==> config.mk <==
export PLATFORM = sky130hd
export DESIGN_NAME = md5_message_digest
export DESIGN_NICKNAME = d
export VERILOG_FILES = /design/src/rtl/core/md5_pkg.sv /design/src/rtl/core/md5_datapath.sv /design/src/rtl/core/md5_ctrl.sv /design/src/rtl/core/md5_message_digest.sv
export SDC_FILE = /design/constraint.sdc
export NUM_CORES = 2
export LEC_CHECK = 0
export BUFFER_PORTS_ARGS = -buffer_cell sky130_fd_sc_hd__clkbuf_2
export CAP_MARGIN = 20
export CORE_MARGIN = 2
export CORE_UTILIZATION = 30
export CTS_CLUSTER_SIZE = 14
export DETAILED_ROUTE_END_ITERATION = 7
export GPL_TIMING_DRIVEN = 0
export PLACE_DENSITY = 0.49
export SLEW_MARGIN = 20
export SYNTH_ARGS = -nofsm -noshare
export SYNTH_HDL_FRONTEND = slang
export SYNTH_SLANG_ARGS = --single-unit
==> constraint.sdc <==
create_clock -name clk -period 12.55 [get_ports clk]
set_input_delay 3.1375 -clock clk [delete_from_list [all_inputs] [get_ports clk]]
set_output_delay 3.1375 -clock clk [all_outputs]
set_load 0.02 [all_outputs]
==> src/rtl/core/md5_pkg.sv <==
package md5_pkg;

  typedef enum logic [2:0] {
    ST_IDLE,
    ST_ROUND,
    ST_FOLD,
    ST_PAD,
    ST_EMIT
  } md5_state_t;

  typedef struct packed {
    logic       wr_byte;
    logic [7:0] wr_data;
    logic       pad_byte;
    logic       init_work;
    logic       round_step;
    logic       fold;
    logic       reinit;
    logic       len_load;
    logic       len_write;
  } md5_cmd_t;

  typedef struct packed {
    logic       pos_wrap;
    logic [5:0] pos;
    logic       last_round;
  } md5_stat_t;

  localparam logic [31:0] INIT_A = 32'h67452301;
  localparam logic [31:0] INIT_B = 32'hefcdab89;
  localparam logic [31:0] INIT_C = 32'h98badcfe;
  localparam logic [31:0] INIT_D = 32'h10325476;
  localparam logic [7:0]  PAD_MARK = 8'h80;
  localparam logic [5:0]  LEN_POS = 6'd56;

  function automatic logic [31:0] sine_k(input logic [5:0] idx);
    logic [31:0] k;
    unique case (idx)
      6'd0: k = 32'hd76aa478;  6'd1: k = 32'he8c7b756;  6'd2: k = 32'h242070db;
      6'd3: k = 32'hc1bdceee;  6'd4: k = 32'hf57c0faf;  6'd5: k = 32'h4787c62a;
      6'd6: k = 32'ha8304613;  6'd7: k = 32'hfd469501;  6'd8: k = 32'h698098d8;
      6'd9: k = 32'h8b44f7af;  6'd10: k = 32'hffff5bb1; 6'd11: k = 32'h895cd7be;
      6'd12: k = 32'h6b901122; 6'd13: k = 32'hfd987193; 6'd14: k = 32'ha679438e;
      6'd15: k = 32'h49b40821; 6'd16: k = 32'hf61e2562; 6'd17: k = 32'hc040b340;
      6'd18: k = 32'h265e5a51; 6'd19: k = 32'he9b6c7aa; 6'd20: k = 32'hd62f105d;
      6'd21: k = 32'h02441453; 6'd22: k = 32'hd8a1e681; 6'd23: k = 32'he7d3fbc8;
      6'd24: k = 32'h21e1cde6; 6'd25: k = 32'hc33707d6; 6'd26: k = 32'hf4d50d87;
      6'd27: k = 32'h455a14ed; 6'd28: k = 32'ha9e3e905; 6'd29: k = 32'hfcefa3f8;
      6'd30: k = 32'h676f02d9; 6'd31: k = 32'h8d2a4c8a; 6'd32: k = 32'hfffa3942;
      6'd33: k = 32'h8771f681; 6'd34: k = 32'h6d9d6122; 6'd35: k = 32'hfde5380c;
      6'd36: k = 32'ha4beea44; 6'd37: k = 32'h4bdecfa9; 6'd38: k = 32'hf6bb4b60;
      6'd39: k = 32'hbebfbc70; 6'd40: k = 32'h289b7ec6; 6'd41: k = 32'heaa127fa;
      6'd42: k = 32'hd4ef3085; 6'd43: k = 32'h04881d05; 6'd44: k = 32'hd9d4d039;
      6'd45: k = 32'he6db99e5; 6'd46: k = 32'h1fa27cf8; 6'd47: k = 32'hc4ac5665;
      6'd48: k = 32'hf4292244; 6'd49: k = 32'h432aff97; 6'd50: k = 32'hab9423a7;
      6'd51: k = 32'hfc93a039; 6'd52: k = 32'h655b59c3; 6'd53: k = 32'h8f0ccc92;
      6'd54: k = 32'hffeff47d; 6'd55: k = 32'h85845dd1; 6'd56: k = 32'h6fa87e4f;
      6'd57: k = 32'hfe2ce6e0; 6'd58: k = 32'ha3014314; 6'd59: k = 32'h4e0811a1;
      6'd60: k = 32'hf7537e82; 6'd61: k = 32'hbd3af235; 6'd62: k = 32'h2ad7d2bb;
      default: k = 32'heb86d391;
    endcase
    return k;
  endfunction

  function automatic logic [4:0] rot_amt(input logic [5:0] idx);
    logic [4:0] r;
    unique case ({idx[5:4], idx[1:0]})
      4'd0: r = 5'd7;   4'd1: r = 5'd12;  4'd2: r = 5'd17;  4'd3: r = 5'd22;
      4'd4: r = 5'd5;   4'd5: r = 5'd9;   4'd6: r = 5'd14;  4'd7: r = 5'd20;
      4'd8: r = 5'd4;   4'd9: r = 5'd11;  4'd10: r = 5'd16; 4'd11: r = 5'd23;
      4'd12: r = 5'd6;  4'd13: r = 5'd10; 4'd14: r = 5'd15; default: r = 5'd21;
    endcase
    return r;
  endfunction

endpackage

==> src/rtl/core/md5_datapath.sv <==
module md5_datapath (
  input  logic            clk,
  input  md5_pkg::md5_cmd_t  cmd,
  output md5_pkg::md5_stat_t stat,
  input  logic [1:0]      emit_idx,
  output logic [31:0]     emit_word
);
  import md5_pkg::*;

  logic [31:0] blk_mem [16];
  logic [31:0] chain_r [4];
  logic [31:0] work_r [4];
  logic [5:0]  pos_r;
  logic [63:0] len_r;
  logic [5:0]  rnd_r;
  logic [31:0] msg_word;
  logic [3:0]  g_idx;
  logic [31:0] f_val, sum_val, rot_val;
  logic [3:0]  i_idx;
  logic [7:0]  wr_val;
  logic        wr_en;

  assign i_idx = rnd_r[3:0];

  always_comb begin
    unique case (rnd_r[5:4])
      2'd0: begin
        f_val = (work_r[1] & work_r[2]) | (~work_r[1] & work_r[3]);
        g_idx = i_idx;
      end
      2'd1: begin
        f_val = (work_r[1] & work_r[3]) | (work_r[2] & ~work_r[3]);
        g_idx = 4'((5 * i_idx) + 1);
      end
      2'd2: begin
        f_val = work_r[1] ^ work_r[2] ^ work_r[3];
        g_idx = 4'((3 * i_idx) + 5);
      end
      default: begin
        f_val = work_r[2] ^ (work_r[1] | ~work_r[3]);
        g_idx = 4'(7 * i_idx);
      end
    endcase
  end

  assign msg_word = blk_mem[g_idx];
  assign sum_val  = work_r[0] + f_val + msg_word + sine_k(rnd_r);
  assign rot_val  = (sum_val << rot_amt(rnd_r)) | (sum_val >> (6'd32 - {1'b0, rot_amt(rnd_r)}));

  assign wr_en  = cmd.wr_byte | cmd.pad_byte;
  assign wr_val = cmd.wr_byte ? cmd.wr_data : (cmd.len_load ? PAD_MARK : 8'h00);

  // Block bytes: write one byte lane, or the length in the last two words.
  always_ff @(posedge clk) begin
    if (wr_en && !cmd.len_write) begin
      blk_mem[pos_r[5:2]][{pos_r[1:0], 3'b000} +: 8] <= wr_val;
    end
    if (cmd.len_write) begin
      blk_mem[14] <= len_r[31:0];
      blk_mem[15] <= len_r[63:32];
    end
  end

  always_ff @(posedge clk) begin
    if (cmd.reinit) begin
      chain_r[0] <= INIT_A; chain_r[1] <= INIT_B;
      chain_r[2] <= INIT_C; chain_r[3] <= INIT_D;
      work_r[0] <= '0; work_r[1] <= '0; work_r[2] <= '0; work_r[3] <= '0;
      pos_r <= '0;
      len_r <= '0;
      rnd_r <= '0;
    end else begin
      if (cmd.wr_byte) begin
        len_r <= len_r + 64'd8;
      end
      if (wr_en) begin
        pos_r <= pos_r + 6'd1;
      end
      if (cmd.init_work) begin
        work_r <= chain_r;
        rnd_r <= '0;
      end else if (cmd.round_step) begin
        work_r[0] <= work_r[3];
        work_r[3] <= work_r[2];
        work_r[2] <= work_r[1];
        work_r[1] <= work_r[1] + rot_val;
        rnd_r <= rnd_r + 6'd1;
      end
      if (cmd.fold) begin
        for (int k = 0; k < 4; k++) begin
          chain_r[k] <= chain_r[k] + work_r[k];
        end
      end
    end
  end

  assign stat.pos        = pos_r;
  assign stat.pos_wrap   = (pos_r == 6'd63);
  assign stat.last_round = (rnd_r == 6'd63);
  assign emit_word       = chain_r[emit_idx];

endmodule

==> src/rtl/core/md5_ctrl.sv <==
module md5_ctrl (
  input  logic               clk,
  input  logic               rst_n,
  input  logic               in_fire,
  input  logic [7:0]         in_byte,
  input  logic               in_has,
  input  logic               in_eom,
  output logic               in_ready,
  output logic               out_valid,
  input  logic               out_ready,
  output logic [1:0]         emit_idx,
  output md5_pkg::md5_cmd_t  cmd,
  input  md5_pkg::md5_stat_t stat
);
  import md5_pkg::*;

  md5_state_t state_r, state_nxt;
  logic       closing_r, closing_nxt;
  logic       marked_r, marked_nxt;
  logic       last_r, last_nxt;
  logic [1:0] idx_r, idx_nxt;
  logic       seeded;

  always_ff @(posedge clk) begin
    if (!rst_n) begin
      state_r   <= ST_IDLE;
      closing_r <= 1'b0;
      marked_r  <= 1'b0;
      last_r    <= 1'b0;
      idx_r     <= '0;
    end else begin
      state_r   <= state_nxt;
      closing_r <= closing_nxt;
      marked_r  <= marked_nxt;
      last_r    <= last_nxt;
      idx_r     <= idx_nxt;
    end
  end

  assign seeded = !rst_n;

  always_comb begin
    state_nxt   = state_r;
    closing_nxt = closing_r;
    marked_nxt  = marked_r;
    last_nxt    = last_r;
    idx_nxt     = idx_r;
    cmd         = '0;
    cmd.reinit  = seeded;
    in_ready    = 1'b0;
    out_valid   = 1'b0;
    unique case (state_r)
      ST_IDLE: begin
        in_ready = 1'b1;
        if (in_fire) begin
          cmd.wr_byte = in_has;
          cmd.wr_data = in_byte;
          closing_nxt = in_eom;
          marked_nxt  = 1'b0;
          last_nxt    = 1'b0;
          if (in_has && stat.pos_wrap) begin
            cmd.init_work = 1'b1;
            state_nxt = ST_ROUND;
          end else if (in_eom) begin
            state_nxt = ST_PAD;
          end
        end
      end
      ST_ROUND: begin
        cmd.round_step = 1'b1;
        if (stat.last_round) begin
          state_nxt = ST_FOLD;
        end
      end
      ST_FOLD: begin
        cmd.fold = 1'b1;
        if (!closing_r) begin
          state_nxt = ST_IDLE;
        end else if (last_r) begin
          state_nxt = ST_EMIT;
        end else begin
          state_nxt = ST_PAD;
        end
      end
      ST_PAD: begin
        // First pad byte is the marker, the rest zero; length lands at the end.
        cmd.pad_byte  = 1'b1;
        cmd.len_load  = !marked_r;
        cmd.len_write = stat.pos_wrap && last_r;
        marked_nxt    = 1'b1;
        // Marker already placed before the length field: this block is the last.
        if (stat.pos == LEN_POS && marked_r) begin
          last_nxt = 1'b1;
        end
        if (stat.pos_wrap) begin
          cmd.init_work = 1'b1;
          state_nxt = ST_ROUND;
        end
      end
      default: begin
        out_valid = 1'b1;
        if (out_ready) begin
          idx_nxt = idx_r + 2'd1;
          if (idx_r == 2'd3) begin
            cmd.reinit  = 1'b1;
            closing_nxt = 1'b0;
            last_nxt    = 1'b0;
            state_nxt   = ST_IDLE;
          end
        end
      end
    endcase
  end

  assign emit_idx = idx_r;

`ifndef SYNTHESIS
  ast_ready_idle: assert property (@(posedge clk) disable iff (!rst_n)
    in_ready |-> state_r == ST_IDLE) else $error("ready outside idle");
  ast_emit_ready: assert property (@(posedge clk) disable iff (!rst_n)
    out_valid |-> !in_ready) else $error("input open during emit");
  ast_round_ends: assert property (@(posedge clk) disable iff (!rst_n)
    (state_r == ST_ROUND && stat.last_round) |=> state_r == ST_FOLD)
    else $error("round loop overran");
`endif

endmodule

==> src/rtl/core/md5_message_digest.sv <==
// Channel | Dir | tdata                         | tuser
// in_     | in  | [7:0] data_byte               | [0] has_byte; tlast = end_of_message
// out_    | out | [31:0] digest_word            | [1:0] word_index; tlast = last_word
// A byte that neither fills a block nor closes the message leaves in_tready high.
// A byte that completes a block runs 64 rounds of the shared
// step unit, one fold and the return to accept.
// Closing a message writes each pad byte and compresses each pad block,
// then four digest transfers, each held until out_tready.
// Reset (rst_n low, synchronous) loads the initial chaining words.
module md5_message_digest (
  input  logic        clk,
  input  logic        rst_n,
  input  logic        in_tvalid,
  output logic        in_tready,
  input  logic [7:0]  in_tdata,   // [7:0] data_byte
  input  logic        in_tuser,   // [0] has_byte
  input  logic        in_tlast,
  output logic        out_tvalid,
  input  logic        out_tready,
  output logic [31:0] out_tdata,  // [31:0] digest_word
  output logic [1:0]  out_tuser,  // [1:0] word_index
  output logic        out_tlast
);
  import md5_pkg::*;

  md5_cmd_t   cmd;
  md5_stat_t  stat;
  logic [1:0] emit_idx;
  logic       in_fire;

  assign in_fire = in_tvalid & in_tready;

  md5_ctrl u_ctrl (
    .clk(clk), .rst_n(rst_n), .in_fire(in_fire), .in_byte(in_tdata),
    .in_has(in_tuser), .in_eom(in_tlast), .in_ready(in_tready),
    .out_valid(out_tvalid), .out_ready(out_tready), .emit_idx(emit_idx),
    .cmd(cmd), .stat(stat)
  );

  md5_datapath u_dp (
    .clk(clk), .cmd(cmd), .stat(stat), .emit_idx(emit_idx), .emit_word(out_tdata)
  );

  assign out_tuser = emit_idx;
  assign out_tlast = (emit_idx == 2'd3);

endmodule

# After elaboration in Yosys (flattened, before gate mapping)
# Memories as Yosys holds them, arrays and structs flattened. A register that Yosys moved wholly into a read port is not among the register bits.
# Cells that the tools add are included.
dict set report totals {
  register_bits 340
  latch_bits 0
  ramBits 512
  romBits 2208
  in_bits 14
  word_cells 159
  n_memories 4
}
# memory depth word_bits read_ports rd_ports_with_merged_regs wr line
set memory_table {}
lappend memory_table {{(no name shown)} 64 32 1 1 0 md5_pkg.sv:38} ;# unique case (idx)
lappend memory_table {u_dp.blk_mem 16 32 1 0 2 md5_datapath.sv:10} ;# logic [31:0] blk_mem [16];
lappend memory_table {{(no name shown)} 16 5 1 1 0 md5_pkg.sv:67} ;# unique case ({idx[5:4], idx[1:0]})
lappend memory_table {{(no name shown)} 16 5 1 1 0 md5_pkg.sv:67}
dict set report classes {
  add_sub_neg 16
  n_mul 3
  n_div 0
  n_lt_le_gt_ge 1
  eq_ne 14
  n_shift 4
  mux 55
  bitwise_logic 19
  reduce_logical 27
}
# operator count
set op_table {}
lappend op_table {{adder 32 bit} 8}
lappend op_table {{2-to-1 mux 128 bit} 2}
lappend op_table {{2-to-1 mux 32 bit} 5}
lappend op_table {{bitwise AND 32 bit} 4}
lappend op_table {{bitwise OR 32 bit} 4}
lappend op_table {{one-hot mux 32 bit (3 select lines)} 1}
lappend op_table {{bitwise XOR 32 bit} 3}
lappend op_table {{adder 64 x 4 -> 64 bit, second input constant} 1}
lappend op_table {{binary-select mux 32 bit (select 2 bit)} 1}
lappend op_table {{NOT 32 bit} 2}
lappend op_table {{OR reduction 32 bit} 1}
lappend op_table {{variable shift 8 x 7 -> 32 bit, first input constant} 1}
lappend op_table {{indexed part select 8 x 7 -> 32 bit} 1}
lappend op_table {{left shift 32 x 5 -> 32 bit} 1}
lappend op_table {{>> shifter 32 x 6 -> 32 bit} 1}
lappend op_table {{2-to-1 mux 3 bit} 9}
lappend op_table {{2-to-1 mux 4 bit} 5}
lappend op_table {{2-to-1 mux 1 bit} 19}
lappend op_table {{equality test 6 bit, second input constant} 3}
lappend op_table {{2-to-1 mux 9 bit} 2}
lappend op_table {{2-to-1 mux 8 bit} 2}
lappend op_table {{adder 6 x 1 -> 6 bit, second input constant} 2}
lappend op_table {{2-to-1 mux 6 bit} 2}
lappend op_table {{one-hot mux 3 bit (4 select lines)} 1}
lappend op_table {{other kinds (37)} 58}

# Logic depth before layout (Yosys ltp)
dict set report logic_depth {
  ltp_word 12
  depth_mapped 46
  ltp_nobuf 44
}

# By module
# From an unflattened synthesis, not the netlist that was laid out.
dict set report unflattened {
  hier_cells 5809
  area_unflattened_um2 56563.0
}
# module n_inst cells_per_inst area_each_um2 seq_area_each_um2
set by_module_without_submodules {}
lappend by_module_without_submodules {md5_datapath 1 5732 55901.1 22671.7}
lappend by_module_without_submodules {md5_ctrl 1 75 649.4 160.2}
lappend by_module_without_submodules {md5_message_digest 1 2 12.5 0.0}

# Worst setup path after synthesis
# No wires, ideal clock.
dict set report synth_path {
  path_kind {reg-to-reg}
  from {register u_dp.rnd_r[1]}
  to {register u_dp.work_r[95] (netlist name)}
  setup_time_ns 0.076
  arrival_time_ns 10.363
  required_ns 12.474
  setup_slack_ns 2.111
  stages_incl_launch_ff 42
  path_buffers 2
  path_cell_list {dfxtp_1 > inv_1 > ha_1 > nor2_1 > mux2_2 > a221oi_1 > clkbuf_1 > clkbuf_1 > mux4_2 > mux4_2 > fa_1 > inv_1 > fa_1 > inv_1 > ha_1 > inv_1 > fa_1 > nor2b_1 > (+6 left out) > o211ai_1 > mux4_2 > mux2i_1 > o221ai_1 > ha_1 > a21o_1 > a21o_1 > a2111oi_1 > o21a_1 > a22oi_1 > a41o_1 > a22o_1 > o211ai_1 > nor2b_1 > o21bai_1 > a21oi_1 > xnor3_1 > o22ai_1}
}
dict set report synth_between {
  elab_chain_cells 11
  elab_cells_between_ends 15
}
# item line
set synth_lines {}
lappend synth_lines {{from (decl)} md5_datapath.sv:15} ;# logic [5:0] rnd_r;
lappend synth_lines {{from (signal assigned)} md5_datapath.sv:87} ;# rnd_r <= rnd_r + 6'd1;
lappend synth_lines {{multiplier 2 x 4 -> 4 bit / multiplier 3 x 4 -> 4 bit (equally long branches)} {md5_datapath.sv:37, md5_datapath.sv:33}}
lappend synth_lines {{adder 4 x 3 -> 4 bit / adder 4 x 1 -> 4 bit (equally long branches)} {md5_datapath.sv:37, md5_datapath.sv:33}}
lappend synth_lines {{one-hot mux 4 bit (3 select lines) (*)} md5_datapath.sv:26} ;# unique case (rnd_r[5:4])
lappend synth_lines {{memory (16 x 32 bit) (*)} -}
lappend synth_lines {{adder 32 bit (*) (2 in a row)} md5_datapath.sv:47} ;# assign sum_val = work_r[0] + f_val + msg_word + sine_k(rnd_r);
lappend synth_lines {{>> shifter 32 x 6 -> 32 bit / left shift 32 x 5 -> 32 bit (equally long branches)} md5_datapath.sv:48} ;# assign rot_val = (sum_val << rot_amt(rnd_r)) | (sum_val >> (6'd32 - {1'b0, rot_amt(rnd_r)}));
lappend synth_lines {{bitwise OR 32 bit (*)} md5_datapath.sv:48}
lappend synth_lines {{adder 32 bit (*)} md5_datapath.sv:86} ;# work_r[1] <= work_r[1] + rot_val;
lappend synth_lines {{2-to-1 mux 128 bit (*)} md5_datapath.sv:82} ;# end else if (cmd.round_step) begin
lappend synth_lines {{2-to-1 mux 128 bit (*)} md5_datapath.sv:79} ;# if (cmd.init_work) begin
lappend synth_lines {{to (signal assigned)} md5_datapath.sv:80} ;# work_r <= chain_r;
lappend synth_lines {{to (decl)} md5_datapath.sv:12} ;# logic [31:0] work_r [4];
# Mark *: on every way between the ends. The rest lies on a longest branch, timed or not. The select of a mux whose other input is x is not followed.
# A chain may end at the register's enable or synchronous reset.

# Final worst setup path
# Ends and elaborated chain as after synthesis.

==> metrics.cfg <==
[outcome]
status = finished clean

[finish]
fin_util = 0.340
fill_cells = 18247
synthToLayoutAreaGrowth_pct = 12.9
drive_above_1_share = 0.105
final_nets = 5743
instances_no_fill = 7875

[pwr]
power.density_nw_per_um2 = 285
power.leakage_uw = 0.0227
seq_power_share = 0.212
p_sw_uw = 8540
p_sw_frac = 0.494
peakVddDrop_uv = 168
p_clk_frac = 0.176
share_comb_of_total_power = 0.612
intPower_uw = 8730

[drt]
wl_met1_microns = 97100
drc = 0
drt-total-wl_microns = 230000
drt-pass1-iter-count = 6
num_vias = 45105
routed-wl-met3_microns = 16800
top_layer = met4
drtIter0Drc = 5136
ant_nets = 0
dr_wl_met2_microns = 105000
post_drt_wl_per_cell_microns = 29.2
via_per_inst = 5.73

[place]
hpwl_microns = 178000
post-place-ws_ns = -1.37
placed_cells = 7693
io_buffers = 50
place_congestion = 0.985

[synth]
async_flop_share = 0
seq_area_frac_synth = 0.426
syn_avg_cell_area_sq_um = 10.2
synth_area_leaders = edfxtp_1, dfxtp_1, mux4_2
syn_nets = 5581
ys_warn_count = 0
yosysTopAreaCell = edfxtp_1
yosys.area_share.simple = 0.115
synth_compound_area_frac = 0.188
ys_ff_latch = 886
synth_ff_type = edfxtp_1
synthAdderAreaFrac = 0.0828
ys_types = 98
netlist.area_leader.share = 0.285
syn_area_sq_um = 53600
syn_inst = 5279
synth_mux_area_frac = 0.103
synth-xor-area-share = 0.0411
synth_top_family_by_area = compound AO/OA/AOI/OAI gates
synth_edf_count = 509

[sta]
tightest_slew_ns = 1.25
rsz0062_at_grt = false
finalSetupViolations = 0
slew_viol_final = 0
skew_ns = 0.0816
relSlewSlack = 0.167
hold_viol_final = 0
setup_ws_ns = 0.439
fin_crit_ns = 12.11
max_freq_ghz = 0.0826
fin_hold_ws_ns = 0.478
final.period_utilization = 0.965

[cts]
clkSinkCount = 886
htree_levels = 3
numCtsBuffers = 97
cts_tree = done
cts.clk_slew.worst_paths_ns = 0.07
cts_root_buf = clkbuf_16
ctsHoldBuffers = 0
worstSkewPairLatency_ns = 0.77
clock_path_buffers = 3

[setup_path]
cp.required_ns = 13.20
timing.critical_path.buf_inv = 9
critPathMaxFanout = 10
r2r_start = u_dp.rnd_r[1]
cpLargestDelayFamily = compound AO/OA/AOI/OAI gates
cp-start-kind = flop
reg2reg_depth = 45
critical_path_class = flop to flop
r2r_slack_ns = 0.44
endpoint_kind = flop
crit_slowest_cell = mux4_2
critPathMaxStageDelay_ns = 0.64
cp.arrival_ns = 12.76
r2r-end = u_dp.work_r[95]

[die]
die_w_microns = 427
start_util = 0.301
fp-row-count = 155
die_y_microns = 427
io_pins = 51
core_region_area_sq_um = 178000
dieArea_sq_um = 182000

[hold_path]
min_to = u_dp.work_r[97]
worstHoldPathCells = 2
worst_hold_path_type = flop to flop
hold_start = u_dp.work_r[97]

[global_routing]
grt_max_degree = 18
grt_pass1_wl_microns = 324000
antenna_found_initial = 8
grtUsageTotal = 0.248
grt_overflow = 0
grt_pass1_vias = 43068

[run]
max-cap-violations = 0

[cell type report]
type                    instances  area [sq um]  share of cell area
diodes                          5          12.5            0.000207
inverters                     290          1090              0.0180
plain buffers                 320          1300              0.0215
flip-flops and latches        886         22800               0.377
well taps                    2355          2950              0.0486
clock buffers                 139          2810              0.0463
clock inverters                34           552             0.00911
repair buffers                 63           378             0.00624
multi-input cells            3783         28700               0.473
[synthesized netlist by cell type (14+ instances only)]
| cell | instances |
|---|---|
| a211oi_1 | 40 |
| a21boi_0 | 14 |
| a21o_1 | 159 |
| a21oi_1 | 481 |
| a22oi_1 | 167 |
| a31oi_1 | 78 |
| and2_1 | 48 |
| and3_1 | 38 |
| buf_1 | 49 |
| clkbuf_1 | 258 |
| dfxtp_1 | 377 |
| edfxtp_1 | 509 |
| fa_1 | 69 |
| ha_1 | 219 |
| inv_1 | 284 |
| maj3_1 | 32 |
| mux2i_1 | 53 |
| mux4_2 | 217 |
| nand2_1 | 560 |
| nand2b_1 | 26 |
| nand3_1 | 120 |
| nand4_1 | 18 |
| nor2_1 | 414 |
| nor2b_1 | 26 |
| nor3_1 | 57 |
| o211ai_1 | 71 |
| o21a_1 | 31 |
| o21ai_0 | 213 |
| o21bai_1 | 35 |
| o221a_2 | 29 |
| o221ai_1 | 39 |
| o22ai_1 | 16 |
| o311ai_0 | 17 |
| o31ai_1 | 20 |
| or3_1 | 39 |
| xnor2_1 | 136 |
| xor2_1 | 108 |
[cell usage in the layout, fill, tap and decap left out, drive strengths merged, types with 20 or more instances in the layout]
cell type,Yosys,final
o21bai,35,35
a211oi,43,43
nor2,415,415
a22oi,167,167
nand2b,26,26
o211ai,71,71
xor2,108,108
o221a,29,29
nor3,60,60
xnor2,136,136
mux2i,53,53
o21ai,217,217
nand2,560,560
ha,219,219
clkbuf,258,447
edfxtp,509,509
o31ai,20,20
o21a,31,31
a21oi,483,483
and2,50,50
nand3,121,121
mux4,217,217
a31oi,79,79
maj3,32,32
a21o,159,159
and3,38,38
or3,40,40
inv,287,289
fa,69,69
buf,62,74
nor2b,26,26
o221ai,39,39
clkinv,3,23
dfxtp,377,377
[worst reg2reg max path, delay by kind of cell, from the launching register on]
family,cells,cell delay (ns)
compound gates,19,4.85
xor+xnor,2,0.64
fa+ha+maj,6,2.34
buf+inv,9,1.39
flops,1,0.46
mux,4,1.40
simple gates,5,0.91
[how the worst max path moves through the flow]
stage / start / to / slack, ns / cells after the start
after floorplan: u_dp.rnd_r[1] / u_dp.work_r[95] / 2.11 / 41
after global placement: u_dp.rnd_r[1] / u_dp.work_r[83] / -2.29 / 43
after detailed placement: u_dp.rnd_r[5] / u_dp.work_r[95] / -1.37 / 41
after CTS: u_dp.rnd_r[1] / u_dp.work_r[95] / 0.01 / 45
after global routing: u_dp.rnd_r[1] / u_dp.work_r[95] / 0.006 / 43
final: u_dp.rnd_r[1] / u_dp.work_r[95] / 0.44 / 45
[state kept, by name, summed over array words and instances (netlist names), 2 cells and up, named ones only]
name and flops:
u_dp.chain_r 128, u_dp.pos_r 6, u_dp.len_r 61, u_dp.blk_mem 512
u_dp.work_r 128, u_ctrl.state_r 3, u_ctrl.emit_idx 2, u_dp.rnd_r 6
[routing by layer]
| layer | up-vias | track usage |
|---|---|---|
| met5 | - | 0 |
| met4 | 0 | 0.108 |
| met3 | 450 | 0.0423 |
| met2 | 1982 | 0.394 |
| met1 | 22692 | 0.331 |
| li1 | 19981 | - |
[stage by stage]
stage          power [uW]  area, sq um  setup TNS, ns
6_report            17300        60600              0
5_1_grt             18200        60600              0
4_1_cts             16900        60400              0
3_5_place_dp        13800        57000          -8.71
3_3_place_gp        13900        56800         -30.23
2_1_floorplan       10200        53600              0
[cells by family (layout without fill, tap and decap cells)]
family,count (synthesis),in the layout
other,0,5
muxes,281,281
and+or+nand+nor,1399,1399
adders and majority gates,320,320
xor gates and xnor gates,247,247
AOI/OAI and AO/OA,1536,1536
DFF,886,886
buffers and inverters,610,846
[repair_timing]
action | CTS | global route
gates cloned | 0 | 0
setup endpoints to repair | 16 | 8
pin swaps | 0 | 3
setup buffers | 0 | 3
resized for setup | 23 | 58
[power by group through the flow]
stage,combinational (uW),sequential (uW),clock [uW]
6_report,10600,3660,3040
5_1_grt,11300,3670,3200
3_3_place_gp,10200,3710,0
3_5_place_dp,10100,3710,0
4_1_cts,10200,3650,3080
2_1_floorplan,6740,3480,0
No activity file was read; power rests on OpenSTA's default activity.
